==> config.mk <==
export PLATFORM = sky130hd
export DESIGN_NAME = clock_replacement_cache_top
export DESIGN_NICKNAME = d
export VERILOG_FILES = /design/src/sv/ccache_pkg.sv /design/src/sv/ccache_key_store.sv /design/src/sv/ccache_seq.sv /design/src/sv/clock_replacement_cache_top.sv
export SDC_FILE = /design/constraint.sdc
export NUM_CORES = 1
export LEC_CHECK = 0
export BUFFER_PORTS_ARGS = -buffer_cell sky130_fd_sc_hd__buf_4
export CAP_MARGIN = 20
export CORE_ASPECT_RATIO = 0.9
export CORE_MARGIN = 1
export CORE_UTILIZATION = 40
export CTS_CLUSTER_DIAMETER = 60
export DETAILED_ROUTE_END_ITERATION = 6
export PLACE_DENSITY = 0.58
export RECOVER_POWER = 25
export SLEW_MARGIN = 20
export SYNTH_ARGS = -nofsm -noshare
export SYNTH_HDL_FRONTEND = slang
export SYNTH_SLANG_ARGS = --single-unit
==> constraint.sdc <==
create_clock -name clk -period 5.2 [get_ports clk]
set_clock_uncertainty 0.2 [all_clocks]
set_input_delay 0.52 -clock clk [delete_from_list [all_inputs] [get_ports clk]]
set_output_delay 0.52 -clock clk [all_outputs]
set_load 0.03 [all_outputs]
==> src/sv/ccache_pkg.sv <==
`timescale 1ns / 1ps
// ----------------------------------------------------------------------------
// ccache_pkg
// Shared constants, operation codes and interface types of the CLOCK
// replacement cache.
// ----------------------------------------------------------------------------
package ccache_pkg;

  localparam int SLOTS    = 16;
  localparam int KEY_BITS = 32;
  localparam int IDX_W    = $clog2(SLOTS);
  localparam int CNT_W    = $clog2(SLOTS + 1);
  localparam int AGE_W    = 16;

  // operation codes
  localparam logic [1:0] FUNC_INSERT = 2'd0;
  localparam logic [1:0] FUNC_FETCH  = 2'd1;
  localparam logic [1:0] FUNC_EXISTS = 2'd2;
  localparam logic [1:0] FUNC_TICK   = 2'd3;

  // configuration register indexes
  localparam logic REG_SLOTS = 1'b0;
  localparam logic REG_AGE   = 1'b1;

  localparam logic [CNT_W-1:0] SLOTS_RESET = CNT_W'(SLOTS);
  localparam logic [AGE_W-1:0] AGE_RESET   = AGE_W'(500);

  // key store access from the sequencer
  typedef struct packed {
    logic                we;
    logic [IDX_W-1:0]    waddr;
    logic [KEY_BITS-1:0] wdata;
    logic [IDX_W-1:0]    raddr;
  } mem_req_t;

  // one result word
  typedef struct packed {
    logic                hit;
    logic [KEY_BITS-1:0] value;
    logic [IDX_W-1:0]    slot_index;
    logic [CNT_W-1:0]    occupancy;
  } res_t;

endpackage

==> src/sv/ccache_key_store.sv <==
`timescale 1ns / 1ps
// ----------------------------------------------------------------------------
// ccache_key_store
// Key memory: one write port, one read port with registered read data.
// ----------------------------------------------------------------------------
module ccache_key_store (
  input  logic                        clk,
  input  ccache_pkg::mem_req_t        req,
  output logic [ccache_pkg::KEY_BITS-1:0] rd_key
);
  import ccache_pkg::*;

  logic [KEY_BITS-1:0] mem [SLOTS];
  logic [KEY_BITS-1:0] rd_key_r;

  // write port
  always_ff @(posedge clk) begin
    if (req.we) begin
      mem[req.waddr] <= req.wdata;
    end
  end

  // registered read port
  always_ff @(posedge clk) begin
    rd_key_r <= mem[req.raddr];
  end

  assign rd_key = rd_key_r;

endmodule

==> src/sv/ccache_seq.sv <==
`timescale 1ns / 1ps
// ----------------------------------------------------------------------------
// ccache_seq
// Sequencer: scans the active slots one per cycle through a single key
// comparator, then fills, updates or runs the CLOCK hand sweep.
// ----------------------------------------------------------------------------
module ccache_seq (
  input  logic                            clk,
  input  logic                            rst_n,
  input  logic                            start,
  input  logic [1:0]                      func,
  input  logic [ccache_pkg::KEY_BITS-1:0] key,
  input  logic [ccache_pkg::CNT_W-1:0]    n_act,
  input  logic [ccache_pkg::AGE_W-1:0]    age_interval,
  input  logic                            out_free,
  output logic                            idle,
  output logic                            done,
  output ccache_pkg::res_t                res,
  output ccache_pkg::mem_req_t            mem_req,
  input  logic [ccache_pkg::KEY_BITS-1:0] rd_key
);
  import ccache_pkg::*;

  localparam logic [2:0] S_IDLE   = 3'd0;
  localparam logic [2:0] S_SCAN   = 3'd1;
  localparam logic [2:0] S_DECIDE = 3'd2;
  localparam logic [2:0] S_SWEEP  = 3'd3;
  localparam logic [2:0] S_FIN    = 3'd4;

  logic [2:0]          state_r,    state_nxt;
  logic [1:0]          func_r,     func_nxt;
  logic [KEY_BITS-1:0] key_r,      key_nxt;
  logic [CNT_W-1:0]    cnt_r,      cnt_nxt;
  logic                pend_r,     pend_nxt;
  logic [IDX_W-1:0]    pend_idx_r, pend_idx_nxt;
  logic                hit_r,      hit_nxt;
  logic [IDX_W-1:0]    hit_idx_r,  hit_idx_nxt;
  logic                free_r,     free_nxt;
  logic [IDX_W-1:0]    free_idx_r, free_idx_nxt;
  logic [CNT_W-1:0]    occ_r,      occ_nxt;
  logic [SLOTS-1:0]    valid_r,    valid_nxt;
  logic [SLOTS-1:0]    ref_r,      ref_nxt;
  logic [IDX_W-1:0]    hand_r,     hand_nxt;
  logic [AGE_W-1:0]    tick_r,     tick_nxt;
  res_t                res_r,      res_nxt;

  logic [AGE_W-1:0]    tick_inc;
  logic [IDX_W-1:0]    hand_adv;
  logic                key_eq;

  // shared comparator against the key read last cycle
  assign key_eq   = (rd_key == key_r);
  assign tick_inc = tick_r + AGE_W'(1);
  assign hand_adv = (({1'b0, hand_r} + CNT_W'(1)) == n_act) ? '0 : hand_r + IDX_W'(1);

  always_comb begin
    state_nxt    = state_r;
    func_nxt     = func_r;
    key_nxt      = key_r;
    cnt_nxt      = cnt_r;
    pend_nxt     = pend_r;
    pend_idx_nxt = pend_idx_r;
    hit_nxt      = hit_r;
    hit_idx_nxt  = hit_idx_r;
    free_nxt     = free_r;
    free_idx_nxt = free_idx_r;
    occ_nxt      = occ_r;
    valid_nxt    = valid_r;
    ref_nxt      = ref_r;
    hand_nxt     = hand_r;
    tick_nxt     = tick_r;
    res_nxt      = res_r;
    mem_req.we    = 1'b0;
    mem_req.waddr = hand_r;
    mem_req.wdata = key_r;
    mem_req.raddr = cnt_r[IDX_W-1:0];
    done          = 1'b0;

    case (state_r)
      S_IDLE: begin
        if (start) begin
          func_nxt  = func;
          key_nxt   = key;
          cnt_nxt   = '0;
          pend_nxt  = 1'b0;
          hit_nxt   = 1'b0;
          free_nxt  = 1'b0;
          occ_nxt   = '0;
          state_nxt = S_SCAN;
          // aging counter advances on the accepting edge
          if (func == FUNC_TICK) begin
            if (tick_inc >= age_interval) begin
              ref_nxt  = ref_r & ~valid_r;
              tick_nxt = '0;
            end else begin
              tick_nxt = tick_inc;
            end
          end
        end
      end

      S_SCAN: begin
        // evaluate slot read in the previous cycle
        if (pend_r) begin
          if (valid_r[pend_idx_r]) begin
            occ_nxt = occ_r + CNT_W'(1);
            if (key_eq && !hit_r) begin
              hit_nxt     = 1'b1;
              hit_idx_nxt = pend_idx_r;
            end
          end else if (!free_r) begin
            free_nxt     = 1'b1;
            free_idx_nxt = pend_idx_r;
          end
        end
        // issue next read
        if (cnt_r < n_act) begin
          pend_nxt     = 1'b1;
          pend_idx_nxt = cnt_r[IDX_W-1:0];
          cnt_nxt      = cnt_r + CNT_W'(1);
        end else begin
          pend_nxt  = 1'b0;
          state_nxt = S_DECIDE;
        end
      end

      S_DECIDE: begin
        res_nxt.hit        = 1'b0;
        res_nxt.value      = '0;
        res_nxt.slot_index = '0;
        res_nxt.occupancy  = occ_r;
        state_nxt          = S_FIN;
        if (func_r != FUNC_TICK) begin
          if (hit_r) begin
            res_nxt.hit        = 1'b1;
            res_nxt.slot_index = hit_idx_r;
            if (func_r != FUNC_EXISTS) begin
              ref_nxt[hit_idx_r] = 1'b1;
            end
            if (func_r == FUNC_FETCH) begin
              res_nxt.value = key_r;
            end
          end else if (func_r == FUNC_INSERT) begin
            if (free_r) begin
              mem_req.we            = 1'b1;
              mem_req.waddr         = free_idx_r;
              valid_nxt[free_idx_r] = 1'b1;
              ref_nxt[free_idx_r]   = 1'b1;
              res_nxt.slot_index    = free_idx_r;
              res_nxt.occupancy     = occ_r + CNT_W'(1);
            end else begin
              // hand outside the active range restarts at slot 0
              if ({1'b0, hand_r} >= n_act) begin
                hand_nxt = '0;
              end
              state_nxt = S_SWEEP;
            end
          end
        end
      end

      S_SWEEP: begin
        if (ref_r[hand_r]) begin
          // second chance
          ref_nxt[hand_r] = 1'b0;
          hand_nxt        = hand_adv;
        end else begin
          mem_req.we         = 1'b1;
          mem_req.waddr      = hand_r;
          valid_nxt[hand_r]  = 1'b1;
          ref_nxt[hand_r]    = 1'b1;
          res_nxt.slot_index = hand_r;
          hand_nxt           = hand_adv;
          state_nxt          = S_FIN;
        end
      end

      S_FIN: begin
        done = 1'b1;
        if (out_free) begin
          state_nxt = S_IDLE;
        end
      end

      default: begin
        state_nxt = S_IDLE;
      end
    endcase
  end

  // control state
  always_ff @(posedge clk) begin
    if (!rst_n) begin
      state_r <= S_IDLE;
      pend_r  <= 1'b0;
      hit_r   <= 1'b0;
      free_r  <= 1'b0;
      cnt_r   <= '0;
      occ_r   <= '0;
      valid_r <= '0;
      ref_r   <= '0;
      hand_r  <= '0;
      tick_r  <= '0;
    end else begin
      state_r <= state_nxt;
      pend_r  <= pend_nxt;
      hit_r   <= hit_nxt;
      free_r  <= free_nxt;
      cnt_r   <= cnt_nxt;
      occ_r   <= occ_nxt;
      valid_r <= valid_nxt;
      ref_r   <= ref_nxt;
      hand_r  <= hand_nxt;
      tick_r  <= tick_nxt;
    end
  end

  // payload
  always_ff @(posedge clk) begin
    func_r     <= func_nxt;
    key_r      <= key_nxt;
    pend_idx_r <= pend_idx_nxt;
    hit_idx_r  <= hit_idx_nxt;
    free_idx_r <= free_idx_nxt;
    res_r      <= res_nxt;
  end

  assign idle = (state_r == S_IDLE);
  assign res  = res_r;

  // the chosen fill slot was found empty
  a_free_empty: assert property (@(posedge clk) disable iff (!rst_n)
    (state_r == S_DECIDE && free_r) |-> !valid_r[free_idx_r])
    else $error("fill slot already occupied");

  // a victim ends up valid and referenced
  a_victim_set: assert property (@(posedge clk) disable iff (!rst_n)
    (state_r == S_SWEEP && !ref_r[hand_r])
      |=> (valid_r[$past(hand_r)] && ref_r[$past(hand_r)]))
    else $error("victim slot not filled");

  // scan never counts more slots than are active
  a_occ_bound: assert property (@(posedge clk) disable iff (!rst_n)
    (state_r == S_DECIDE) |-> (occ_r <= n_act))
    else $error("occupancy above active slot count");

  // sweep only starts with every active slot occupied
  a_sweep_full: assert property (@(posedge clk) disable iff (!rst_n)
    (state_r == S_DECIDE && $stable(state_r) == 1'b0 && func_r == FUNC_INSERT
      && !hit_r && !free_r) |=> (state_r == S_SWEEP && occ_r == n_act))
    else $error("victim sweep without a full cache");

endmodule

==> src/sv/clock_replacement_cache_top.sv <==
`timescale 1ns / 1ps
// ----------------------------------------------------------------------------
// clock_replacement_cache_top
// Fully associative key cache with CLOCK (second-chance) replacement.
// ----------------------------------------------------------------------------
// One word at a time: an accepted item is run through a one-slot-per-cycle
// scan of the key memory through a single comparator, which also counts the
// occupancy and finds the lowest free slot, and its result then goes to the
// output register. An insert that must evict adds the hand sweep after the
// scan. in_ready is high only between items; the output register lets the
// next word be taken while a result waits. Valid and reference bits reset
// to zero, so the key memory needs no clearing pass.
module clock_replacement_cache_top (
  input  logic                            clk,
  input  logic                            rst_n,
  // input words
  input  logic                            in_valid,
  output logic                            in_ready,
  input  logic [1:0]                      in_func,
  input  logic [ccache_pkg::KEY_BITS-1:0] in_key,
  // result words
  output logic                            out_valid,
  input  logic                            out_ready,
  output logic                            out_hit,
  output logic [ccache_pkg::KEY_BITS-1:0] out_value,
  output logic [ccache_pkg::IDX_W-1:0]    out_slot_index,
  output logic [ccache_pkg::CNT_W-1:0]    out_occupancy,
  // configuration
  input  logic                            cfg_we,
  input  logic                            cfg_index,
  input  logic [ccache_pkg::AGE_W-1:0]    cfg_wdata
);
  import ccache_pkg::*;

  logic [CNT_W-1:0]    slots_r;
  logic [AGE_W-1:0]    age_r;
  logic [CNT_W-1:0]    n_act;
  logic                seq_idle;
  logic                seq_done;
  logic                out_free;
  logic                out_valid_r;
  res_t                seq_res;
  res_t                out_r;
  mem_req_t            mem_req;
  logic [KEY_BITS-1:0] rd_key;

  // configuration registers
  always_ff @(posedge clk) begin
    if (!rst_n) begin
      slots_r <= SLOTS_RESET;
      age_r   <= AGE_RESET;
    end else if (cfg_we) begin
      case (cfg_index)
        REG_SLOTS: slots_r <= cfg_wdata[CNT_W-1:0];
        REG_AGE:   age_r   <= cfg_wdata;
        default:   ;
      endcase
    end
  end

  // active slot count: zero reads as one, saturate at SLOTS
  always_comb begin
    if (slots_r == '0) begin
      n_act = CNT_W'(1);
    end else if (slots_r > CNT_W'(SLOTS)) begin
      n_act = CNT_W'(SLOTS);
    end else begin
      n_act = slots_r;
    end
  end

  ccache_key_store u_store (
    .clk    (clk),
    .req    (mem_req),
    .rd_key (rd_key)
  );

  ccache_seq u_seq (
    .clk          (clk),
    .rst_n        (rst_n),
    .start        (in_valid && seq_idle),
    .func         (in_func),
    .key          (in_key),
    .n_act        (n_act),
    .age_interval (age_r),
    .out_free     (out_free),
    .idle         (seq_idle),
    .done         (seq_done),
    .res          (seq_res),
    .mem_req      (mem_req),
    .rd_key       (rd_key)
  );

  // output register
  assign out_free = !out_valid_r || out_ready;

  always_ff @(posedge clk) begin
    if (!rst_n) begin
      out_valid_r <= 1'b0;
    end else if (out_free) begin
      out_valid_r <= seq_done;
    end
  end

  always_ff @(posedge clk) begin
    if (out_free && seq_done) begin
      out_r <= seq_res;
    end
  end

  assign in_ready       = seq_idle;
  assign out_valid      = out_valid_r;
  assign out_hit        = out_r.hit;
  assign out_value      = out_r.value;
  assign out_slot_index = out_r.slot_index;
  assign out_occupancy  = out_r.occupancy;

endmodule

==> results of run 1 <==
## synthesized netlist by cell type, types with 13 or more instances
cell type | count | area (sq um)
a21boi_0 | 19 | 143
a21oi_1 | 61 | 305
a31oi_1 | 14 | 87.6
and2_1 | 44 | 275
buf_2 | 14 | 70.1
clkbuf_1 | 71 | 267
dfxtp_1 | 122 | 2440
edfxtp_1 | 642 | 19300
ha_1 | 31 | 388
inv_1 | 27 | 101
mux4_2 | 164 | 3690
nand2_1 | 101 | 379
nand3_1 | 38 | 190
nand4_1 | 13 | 81.3
nor2_1 | 44 | 165
nor2b_1 | 22 | 138
nor3_1 | 21 | 105
o211ai_1 | 24 | 180
o21a_1 | 13 | 97.6
o21ai_0 | 46 | 230
xnor2_1 | 17 | 149
xor2_1 | 38 | 333
## worst max-delay path, delay by kind of cell (launching register included)
| kind | cells | cell delay (ns) |
|---|---|---|
| AO/OA/AOI/OAI | 2 | 0.59 |
| flip-flops | 1 | 0.80 |
| multiplexers | 1 | 0.77 |
| AND/OR/NAND/NOR | 3 | 0.78 |
| buffers and inverters | 1 | 0.46 |
## registers in the layout, indices dropped and copies added (netlist names), 16 cells and up
| register | count |
|---|---|
| u_store.mem | 512 |
| u_seq.valid_r | 16 |
| u_seq.ref_r | 16 |
| out_value | 32 |
| u_store.rd_key | 32 |
| u_seq.res | 42 |
| u_seq.key_r | 32 |
| u_seq.tick_r | 16 |
| age_r | 16 |
## path summary, 6_finish.rpt
check                                                      end
worst max-delay path              u_store.mem[6][20]$_DFFE_PP_
worst min-delay path            u_seq.valid_r[15]$_SDFFE_PN0P_
worst max register to register    u_store.mem[6][20]$_DFFE_PP_
worst min register to register         out_value[12]$_DFFE_PP_
## power by group through the flow
| stage | combinational (uW) | sequential, uW | clock [uW] |
|---|---|---|---|
| floorplan | 459 | 7000 | 0 |
| global placement | 649 | 7090 | 0 |
| detailed placement | 655 | 7090 | 0 |
| CTS | 689 | 6960 | 6050 |
| global route | 723 | 6980 | 6290 |
| finish | 667 | 6960 | 5900 |
## layout make-up
class / count / share of cell area (%)
multi-input combinational: 863 / 23.5
clock inverter: 46 / 1.49
timing repair buffer: 187 / 4.25
tap: 1018 / 3.56
inverter: 29 / 0.304
clock buffer: 106 / 6.14
sequential: 764 / 60.8
## logic make-up (layout without fill, tap and decap cells)
family          Yosys count  after routing  synth area share (%)
compound gates          243            243                  5.36
xor+xnor                 55             55                  1.58
fa+ha+maj                31             31                  1.27
buf+inv                 129            368                  1.80
flops                   764            764                  71.1
mux                     180            180                  12.8
simple gates            354            354                  6.00
## metal layers
| layer | part of all wire, % | GRT usage, % |
|---|---|---|
| met5 | 0 | 0 |
| met4 | 2.0 | 4.42 |
| met3 | 4.7 | 3.11 |
| met2 | 47 | 29.0 |
| met1 | 46 | 26.4 |
## what timing repair did
action	CTS	global route
setup buffers	0	0
hold buffers	50	0
setup endpoints to repair	0	0
endpoints found under the hold margin	55	0
## stage by stage
stage | hold slack (ns) | power, uW | std cells
after floorplan | 0.200 | 7460 | 1756
after global placement | 0.202 | 7740 | 2811
after detailed placement | 0.205 | 7750 | 2811
after CTS | 0.0163 | 13700 | 3013
after global routing | 0.0466 | 14000 | 3013
final | 0.0681 | 13500 | 3013
==> metrics.md, run 1 <==
| Metric | Value |
|---|---|
| Sw frac | 21.6% |
| Global-route usage over all layers | 18.3% |
| Clk_lat worst skew | 0.64 ns |
| Power Dens Cells | 378 nW/um^2 |
| Routed WL | 69800 um |
| CTS buffer count | 81 |
| Crit end category | flop |
| Die Wd | 293 um |
| First-pass GRT wire length | 107000 um |
| Net Count, Synth | 1843 |
| Worst Path Max Fanout | 24 |
| Yosys cell types | 74 |
| CTS max path bufs | 3 |
| Final period util | 76.7% |
| Fin. Hold Viols | 0 |
| Hpwl dp | 41400 um |
| Number of synthesized flops with an enable pin | 642 |
| Most frequent cells in the layout | edfxtp_1, mux4_2, dfxtp_1 |
| Dpl ws | 1.22 ns |
| Starting Density | 40.6% |
| Fmax | 251 MHz |
| Max stage delay on crit path | 0.80 ns |
| Drt drc | 0 |
| CP arrival | 4.06 ns |
| Logic pwr share | 4.9% |
| CP max stage cell | dfxtp_1 |
| Net Sw Power | 2930 uW |
| Area after DPL | 32600 sq um |
| Crit path launch | u_seq.hand_r[0]$_SDFFE_PN0P_ |
| DR WL/cell | 23.2 um |
| Startpoint types | flop |
| Finished Core Util | 47.6% |
| # IOs | 100 |
| H-tree levels | 3 |
| Syn Std Cell Area | 30500 sq um |
| Yosys warns | 0 |
| Ys async rst share | 0% |
| Critical Path RT | 5.27 ns |
| CP Class | reg -> reg |
| Vias | 16400 |
| Hold Startpoint | rst_n |
| Buffers on Ports | 99 |
| Clock root cell | clkbuf_16 |
| Clock slew at reported path FFs | 0.06 ns |
| Post-synthesis sequential element count | 764 |
| Fill count | 6324 |
| Vias in the first global route | 16800 |
| Final Max Slew Viols | 0 |
| Area occupied by multi-input gates | 8390 sq um |
| Pin count of the biggest net entering global routing | 113 |
| Final nets | 2013 |
| Synth-to-Final Area Change | 17.1% |
| P_int | 10600 uW |
| R2r startpoint | u_seq.hand_r[0]$_SDFFE_PN0P_ |
| Classification of the worst-slack hold path | in -> reg |
| Primary FF master, synth | edfxtp_1 |
| Fin crit period | 3.99 ns |
| CTS Sinks | 764 |
| LEAKAGE | 0.0115 uW |
| Initial antenna violation count | 0 |
| Fin area | 35700 sq um |
| Register area | 21700 sq um |
| GR Overflow Total | 0 |
| Setup TNS | 0 ns |
| Final Setup Violations | 0 |
| Seq pwr share | 51.4% |
| Hold depth | 2 |
| CTS tree | done |
| Unrepaired setup endpoints after global routing | false |
| Syn avg cell area | 17.4 sq um |
| Worst slew pin tran | 1.07 ns |
| Worst path cell trace | mux4_1, a22oi_2, nand2_2, o32a_4, or2_4, nor2_4, buf_4 |
| Status | completed |
| Max cap viols | 0 |
| GPL Wtd Cong | 0.859 |
| Layout cells sized above 1 | 22.6% |
| Clock power share | 43.6% |
| Post-synthesis sequential area ratio | 71.1% |
| Commonest non-fill, non-tap cell in the layout | edfxtp_1 |
| Initial DRC count | 1232 |
| Worst-case register-to-register setup slack | 1.21 ns |
| Row cnt | 95 |
| Die Ht | 264 um |
| Antenna diode count | 0 |
| Remaining antenna violation count | 0 |
| CORE AREA | 75100 sq um |
| Cells on worst reg2reg path | 7 |
| Slew headroom | 28.4% |
| Syn Inst Count | 1756 |
| Setup ws final | 1.21 ns |
| Via/cell ratio | 5.44 |
| Die ar. | 77400 sq um |
| Post-cts resize count | 0 |
| DRT Pass-1 Iters | 7 |
| VDD IR max | 0.269 mV |
No activity file was read; power rests on OpenSTA's default activity.
==> inputs of run 2 (changes only) <==
Settings changed: ABC_AREA set to 1, PLACE_DENSITY 0.58 to 0.56.
Clock period 5.2 ns to 3.7 ns, I/O delays scaled along.
==> run 2 against run 1 <==
  * Power grew 91%
  * Largest power group unchanged
  * Synthesized area is 2.7% higher
  * Final cell count increased by 32%
  * Register-to-register slack worse by 0.83 ns
  * Fmax up 20%
  * Worst setup slack worse by 0.83 ns
  * First-iteration DRC count increased by 49%
  * Sequential share of layout area down 2.2 points
  * Routed wire length grew 17%
  * Clock power rose by 48%
  * Clock-buffer cell count rose by 5
==> metrics.md, run 2 <==
| Metric | Value |
|---|---|
| Status | completed (unchanged) |
| Max stage delay on crit path | 0.45 ns (was 0.80 ns) |
| H-tree levels | 3 (unchanged) |
| WP buf/inv | 2 (was 1) |
| Drt drc | 0 (unchanged) |
| Syn avg cell area | 11.7 sq um (was 17.4 sq um) |
| Fmax | 301 MHz (was 251 MHz) |
| Final Max Slew Viols | 0 (unchanged) |
| Commonest non-fill, non-tap cell in the layout | edfxtp_1 (unchanged) |
| Setup TNS | 0 ns (unchanged) |
| Clock root cell | clkbuf_16 (unchanged) |
| GPL Wtd Cong | 0.884 (was 0.859) |
| CORE AREA | 77700 sq um (was 75100 sq um) |
| Global-route usage over all layers | 20.2% (was 18.3%) |
| Stages on worst setup path | 17 (was 7) |
| Die Ht | 268 um (was 264 um) |
| Post-synthesis sequential area ratio | 69.3% (was 71.1%) |
| Synth top area share | 61.5% (was 63.1%) |
| Syn Inst Count | 2677 (was 1756) |
| CP max stage cell | dfxtp_1 (unchanged) |
| Die Wd | 297 um (was 293 um) |
| Die ar. | 79500 sq um (was 77400 sq um) |
| Dominant cells by area after synthesis | edfxtp_1, dfxtp_1, nor2_1 (was edfxtp_1, mux4_2, dfxtp_1) |
| Vias in the first global route | 20100 (was 16800) |
| Hold depth | 5 (was 2) |
| Critical Path RT | 4.02 ns (was 5.27 ns) |
| Classification of the worst-slack hold path | in -> reg (unchanged) |
| Global-route met1 utilization | 30.4% (was 26.4%) |
| CTS Sinks | 764 (unchanged) |
| CTS tree | done (unchanged) |
| Routed WL | 81500 um (was 69800 um) |
| # hold bufs at CTS | 60 (was 50) |
| Post-CTS Setup Bufs | 0 (unchanged) |
| CP Class | reg -> reg (unchanged) |
| Clock power share | 33.8% (was 43.6%) |
| Via/cell ratio | 5.32 (was 5.44) |
| Post-synthesis sequential element count | 764 (unchanged) |
| Cells on worst reg2reg path | 17 (was 7) |
| Pin count of the biggest net entering global routing | 183 (was 113) |
| Kind of cell adding the most delay to the critical path | simple AND/OR/NAND/NOR gates (was flip-flops) |
| CP most frequent cell | nand3_1 |
| Yosys warns | 0 (unchanged) |
| Clk_lat worst skew | 0.62 ns (was 0.64 ns) |
| # IOs | 100 (unchanged) |
| Logic pwr share | 23.2% (was 4.9%) |
| Worst slew pin tran | 1.20 ns (was 1.07 ns) |
| VDD IR max | 0.695 mV (was 0.269 mV) |
| Most instantiated cells after synthesis | edfxtp_1, nor2_1, nand2_1 (was edfxtp_1, mux4_2, dfxtp_1) |
| Total chip power | 25900 uW (was 13500 uW) |
| Fin crit period | 3.32 ns (was 3.99 ns) |
| Unrepaired setup endpoints after global routing | false (unchanged) |
| Number of synthesized flops with an enable pin | 642 (unchanged) |
| Most frequent cells in the layout | edfxtp_1, nor2_1, nand2_1 (was edfxtp_1, mux4_2, dfxtp_1) |
| Fin. Hold Viols | 0 (unchanged) |
| End point of the critical path | u_seq.ref_r[8]$_SDFFE_PN0P_ (was u_store.mem[6][20]$_DFFE_PP_) |
| Biggest register | u_store.mem (unchanged) |
| Fin cells | 3963 (was 3013) |
| CP arrival | 3.64 ns (was 4.06 ns) |
| Seq pwr share | 42.9% (was 51.4%) |
| Fill count | 6965 (was 6324) |
| GR Layer Usage met3 | 3.37% (was 3.11%) |
| Slew headroom | 20.3% (was 28.4%) |
| Worst Path Max Fanout | 32 (was 24) |
| Crit end category | flop (unchanged) |
| DR WL/cell | 20.6 um (was 23.2 um) |
| Hpwl dp | 50300 um (was 41400 um) |
| Leading area contributor after synthesis | edfxtp_1 (unchanged) |
| Layout cells sized above 1 | 11.3% (was 22.6%) |
| P_int | 17700 uW (was 10600 uW) |
| Syn Std Cell Area | 31300 sq um (was 30500 sq um) |
| Final period util | 89.7% (was 76.7%) |
| Placed Cells | 3744 (was 2811) |
| Synth-to-Final Area Change | 18.4% (was 17.1%) |
| Ys async rst share | 0% (unchanged) |
| Row cnt | 97 (was 95) |
| Remaining antenna violation count | 0 (unchanged) |
| GR Overflow Total | 0 (unchanged) |
| CTS buffer count | 85 (was 81) |
| Worst path cell trace | ha_1, nand3_1, inv_1, nand3_1, nor2_1, nand3_1, xor2_1, ha_1, nand2_1, o21ai_0, nor2_1, nand3_1, nand3_2, buf_4, nand2_1, nand2_1, nor2_1 (was mux4_1, a22oi_2, nand2_2, o32a_4, or2_4, nor2_4, buf_4) |
| Fin area | 37100 sq um (was 35700 sq um) |
| Net Count, Synth | 2764 (was 1843) |
| Top-count cell post-synth | edfxtp_1 (unchanged) |
| Sw frac | 31.7% (was 21.6%) |
| Vias | 21100 (was 16400) |
| Final nets | 2939 (was 2013) |
| Post-cts resize count | 0 (unchanged) |
| Starting Density | 40.4% (was 40.6%) |
| Area after DPL | 33700 sq um (was 32600 sq um) |
| LEAKAGE | 0.0130 uW (was 0.0115 uW) |
| Final Setup Violations | 0 (unchanged) |
| Crit path launch | u_seq.tick_r[0]$_SDFFE_PN0P_ (was u_seq.hand_r[0]$_SDFFE_PN0P_) |
| Startpoint types | flop (unchanged) |
| Max cap viols | 0 (unchanged) |
| Net Sw Power | 8210 uW (was 2930 uW) |
| Buffers on Ports | 99 (unchanged) |
| Clock slew at reported path FFs | 0.06 ns (about the same) |
| Antenna diode count | 0 (unchanged) |
| Max reg flops | 512 (unchanged) |
| Initial DRC count | 1836 (was 1232) |
| FF-to-FF End | u_seq.ref_r[8]$_SDFFE_PN0P_ (was u_store.mem[6][20]$_DFFE_PP_) |
| CTS max path bufs | 3 (unchanged) |
| Yosys cell types | 44 (was 74) |
| DRT Pass-1 Iters | 6 (was 7) |
| GRT met2 Usage | 30.6% (was 29.0%) |
| Grt peak-use layer | met2 (unchanged) |
| Worst-case register-to-register setup slack | 0.38 ns (was 1.21 ns) |
| Primary FF master, synth | edfxtp_1 (unchanged) |
| First-pass GRT wire length | 123000 um (was 107000 um) |
| Initial antenna violation count | 2 (was 0) |
| Power Dens Cells | 697 nW/um^2 (was 378 nW/um^2) |
| R2r startpoint | u_seq.tick_r[0]$_SDFFE_PN0P_ (was u_seq.hand_r[0]$_SDFFE_PN0P_) |
run 2: changes by cell type after synthesis, moves of 46 or more:
cell      previous run  this run
nand2_1            101       391
o221ai_1             7        53
o21ai_0             46       186
o32ai_1              0        75
nand3_1             38       111
mux4_2             164         0
nor2_1              44       467
inv_1               27       157
run 2: per-layer routing:
metal  share of wire [%]  vias up
li1                    -     9904
met3                 6.7       98
met1                  48    10400
met5                   0        -
met2                  44      741
met4                 1.6        0
run 2: metrics by stage:
| step | hold WS (ns) | worst slack [ns] | utilization [%] |
|---|---|---|---|
| after CTS | 0.0123 | 0.410 | 47.9 |
| after global placement | 0.203 | 0.540 | 43.3 |
| after detailed placement | 0.205 | 0.433 | 43.3 |
| final | 0.0506 | 0.381 | 47.8 |
| after global routing | 0.109 | 0.0710 | 47.8 |
| after floorplan | 0.200 | 0.299 | - |
run 2: cells by family (layout without fill, tap and decap cells):
group	count (synthesis)	after routing	synth area share, %
AND/OR/NAND/NOR	1011	1011	13.1
multiplexers	53	53	1.69
adder cells (fa/ha/maj)	31	31	1.24
AO/OA/AOI/OAI	484	484	9.83
XOR/XNOR	31	31	0.866
buffers and inverters	303	550	3.99
flip-flops	764	764	69.3
run 2: how the worst min path moves through the flow:
stage	from	slack [ns]	to
2_1_floorplan	u_seq.res[41]$_SDFFCE_PP0P_	0.20	out_hit$_DFFE_PP_
3_3_place_gp	u_seq.res[22]$_SDFFCE_PN0P_	0.20	out_value[13]$_DFFE_PP_
3_5_place_dp	u_seq.res[8]$_DFFE_PP_	0.20	out_slot_index[3]$_DFFE_PP_
4_1_cts	cfg_we	0.01	slots_r[0]$_SDFFE_PN0P_
5_1_grt	cfg_we	0.11	slots_r[0]$_SDFFE_PN0P_
6_report	cfg_we	0.05	slots_r[0]$_SDFFE_PN0P_
run 2: worst reg2reg max path, stage by stage (launching register included):
cell,delay (ns)
dfxtp_1,0.45
ha_1,0.24
nand3_1,0.14
inv_1,0.10
nand3_1,0.11
nor2_1,0.23
nand3_1,0.14
xor2_1,0.21
ha_1,0.27
nand2_1,0.06
o21ai_0,0.10
nor2_1,0.18
nand3_1,0.14
nand3_2,0.09
buf_4,0.31
nand2_1,0.12
nand2_1,0.07
nor2_1,0.05
run 2: cell type report:
type	count	area [sq um]	area share, %
clock buffers	111	2380	6.41
inverters	167	634	1.71
clock inverters	48	559	1.51
multi-input cells	1610	8520	23.0
flip-flops and latches	764	21700	58.5
well taps	1039	1300	3.50
repair buffers	224	1990	5.37
run 2: power by group through the flow:
stage          registers, uW  clock network, uW  logic (uW)
2_1_floorplan          11300                  0        3810
3_3_place_gp           11300                  0        5930
3_5_place_dp           11300                  0        6020
4_1_cts                11100               8930        6090
5_1_grt                11200               9260        6640
6_report               11100               8750        6010
==> inputs of run 3 (changes only) <==
Settings changed: ABC_AREA 1 to 0, CELL_PAD_IN_SITES_DETAIL_PLACEMENT set to 1, CELL_PAD_IN_SITES_GLOBAL_PLACEMENT set to 1, PLACE_DENSITY 0.56 to 0.63, TNS_END_PERCENT set to 10.
==> run 3 against run 2 <==
  * Hold slack got worse by 0.0010 ns
  * Critical path depth fell by 9
  * Largest cell class unchanged
  * Register-to-register slack got worse by 0.099 ns
  * Final area fell by 1.7%
  * Die area shrank 2.6%
  * Largest power group unchanged
==> metrics.md, run 3 (same netlist as run 1, synthesis figures left out) <==
| Metric | Value |
|---|---|
| Clock slew at reported path FFs | 0.06 ns (about the same) |
| Antenna diode count | 0 (unchanged) |
| Fmax | 293 MHz (was 301 MHz) |
| First-pass GRT wire length | 118000 um (was 123000 um) |
| Sw frac | 22.4% (was 31.7%) |
| Post-CTS Setup Bufs | 0 (unchanged) |
| Drt drc | 0 (unchanged) |
| Layout cells sized above 1 | 24.6% (was 11.3%) |
| End point of the critical path | u_store.mem[12][7]$_DFFE_PP_ (was u_seq.ref_r[8]$_SDFFE_PN0P_) |
| Slew headroom | 26.3% (was 20.3%) |
| Seq pwr share | 50.8% (was 42.9%) |
| Worst Path Max Fanout | 28 (was 32) |
| # IOs | 100 (unchanged) |
| Vias | 16900 (was 21100) |
| Hold Startpoint | rst_n (was cfg_we) |
| Classification of the worst-slack hold path | in -> reg (unchanged) |
| CP arrival | 3.53 ns (was 3.64 ns) |
| DR WL/cell | 25.3 um (was 20.6 um) |
| Logic pwr share | 5.9% (was 23.2%) |
| Net Sw Power | 4280 uW (was 8210 uW) |
| Hpwl dp | 48300 um (was 50300 um) |
| Routed WL | 78000 um (was 81500 um) |
| Initial DRC count | 1205 (was 1836) |
| Row cnt | 95 (was 97) |
| Clock power share | 43.2% (was 33.8%) |
| GR Overflow Total | 0 (unchanged) |
| Critical Path RT | 3.81 ns (was 4.02 ns) |
| Clk_lat worst skew | 0.64 ns (was 0.62 ns) |
| Die Ht | 264 um (was 268 um) |
| FF-to-FF End | u_store.mem[12][7]$_DFFE_PP_ (was u_seq.ref_r[8]$_SDFFE_PN0P_) |
| Max reg flops | 512 (unchanged) |
| CTS tree | done (unchanged) |
| LEAKAGE | 0.0118 uW (was 0.0130 uW) |
| Placed Cells | 2873 (was 3744) |
| Power Dens Cells | 522 nW/um^2 (was 697 nW/um^2) |
| P_int | 14800 uW (was 17700 uW) |
| Startpoint types | flop (unchanged) |
| CTS buffer count | 84 (was 85) |
| Dpl ws | -0.0177 ns (was 0.433 ns) |
| Max cap viols | 0 (unchanged) |
| Cells on worst reg2reg path | 8 (was 17) |
| Fin. Hold Viols | 0 (unchanged) |
| Vias in the first global route | 17800 (was 20100) |
| Global-route usage over all layers | 20.5% (was 20.2%) |
| Buffers on Ports | 99 (unchanged) |
| Final Setup Violations | 0 (unchanged) |
| CTS Sinks | 764 (unchanged) |
| Most frequent cells in the layout | edfxtp_1, mux4_2, buf_4 (was edfxtp_1, nor2_1, nand2_1) |
| Fin crit period | 3.42 ns (was 3.32 ns) |
| R2r startpoint | u_seq.hand_r[0]$_SDFFE_PN0P_ (was u_seq.tick_r[0]$_SDFFE_PN0P_) |
| Setup ws final | 0.282 ns (was 0.381 ns) |
| Synth-to-Final Area Change | 19.5% (was 18.4%) |
| Biggest register | u_store.mem (unchanged) |
| Fin cells | 3078 (was 3963) |
| GPL Wtd Cong | 0.852 (was 0.884) |
| Starting Density | 40.6% (was 40.4%) |
| CP Class | reg -> reg (unchanged) |
| Status | completed (unchanged) |
| Worst slew pin tran | 1.10 ns (was 1.20 ns) |
| Crit end category | flop (unchanged) |
| Clock root cell | clkbuf_16 (unchanged) |
| Die ar. | 77400 sq um (was 79500 sq um) |
| Final period util | 92.4% (was 89.7%) |
| Unrepaired setup endpoints after global routing | false (unchanged) |
| Final Max Slew Viols | 0 (unchanged) |
| VDD IR max | 0.348 mV (was 0.695 mV) |
| Commonest non-fill, non-tap cell in the layout | edfxtp_1 (unchanged) |
| CTS max path bufs | 3 (unchanged) |
| Via/cell ratio | 5.47 (was 5.32) |
| H-tree levels | 3 (unchanged) |
| Initial antenna violation count | 1 (was 2) |
| CORE AREA | 75100 sq um (was 77700 sq um) |
| Remaining antenna violation count | 0 (unchanged) |
| Pin count of the biggest net entering global routing | 133 (was 183) |
| DRT Pass-1 Iters | 5 (was 6) |
| Worst-case register-to-register setup slack | 0.28 ns (was 0.38 ns) |
| Die Wd | 293 um (was 297 um) |
| Crit path launch | u_seq.hand_r[0]$_SDFFE_PN0P_ (was u_seq.tick_r[0]$_SDFFE_PN0P_) |
| Final nets | 2079 (was 2939) |
==> run 3: per-layer routing <==
metal | vias to the layer above | GRT usage [%] | share of wire (%)
met5 | - | 0 | 0
met4 | 0 | 4.77 | 1.8
met3 | 97 | 2.43 | 4.1
met2 | 423 | 33.2 | 48
met1 | 8861 | 29.6 | 46
li1 | 7469 | - | -
==> run 3: worst min-delay path by stage <==
stage / cells past startpoint / endpoint / slack [ns]
after floorplan: 0 / out_hit$_DFFE_PP_ / 0.20
after global placement: 0 / out_occupancy[3]$_DFFE_PP_ / 0.20
after detailed placement: 0 / out_value[6]$_DFFE_PP_ / 0.21
after CTS: 2 / age_r[5]$_SDFFE_PN1P_ / 0.03
after global routing: 2 / age_r[5]$_SDFFE_PN1P_ / 0.05
final: 2 / age_r[5]$_SDFFE_PN1P_ / 0.05
==> run 3: timing repair <==
action | 4_1_cts | 5_1_grt
pin swaps | 0 | 0
endpoints found under the setup margin | 2 | 32
hold buffers | 51 | 0
hold endpoints to repair | 57 | 0
gates resized for setup | 1 | 4
==> run 3: through the flow <==
stage | TNS, ns | area, sq um | power (uW) | utilization [%] | hold slack, ns
3_3_place_gp | 0 | 33300 | 11000 | 44.4 | 0.201
5_1_grt | 0 | 36500 | 19600 | 48.6 | 0.0492
6_report | 0 | 36500 | 19100 | 48.6 | 0.0496
4_1_cts | 0 | 36600 | 19300 | 48.7 | 0.0338
2_1_floorplan | -85.01 | 30600 | 10500 | - | 0.200
3_5_place_dp | -0.0177 | 33300 | 11000 | 44.4 | 0.205
==> run 3: critical path, stage by stage (launching register included) <==
cell     delay [ns]
dfxtp_1        0.50
buf_4          0.25
mux4_2         0.59
a22oi_2        0.16
nand2_2        0.18
o21ai_0        0.38
nand2_1        0.31
nor2_4         0.23
buf_12         0.26
==> run 3: power by group through the flow <==
stage / Sequential [uW] / Clock (uW) / Combinational (uW)
3_3_place_gp: 9860 / 0 / 1100
4_1_cts: 9690 / 8440 / 1170
3_5_place_dp: 9870 / 0 / 1130
5_1_grt: 9710 / 8700 / 1220
2_1_floorplan: 9840 / 0 / 646
6_report: 9690 / 8240 / 1130
==> run 3: area by class of cell <==
cell class,count,area [sq um]
timing repair buffer,250,2210
clock buffer,108,2280
sequential,764,21700
clock inverter,46,459
inverter,29,109
fill,7152,38600
tap,1018,1270
multi-input combinational,863,8430
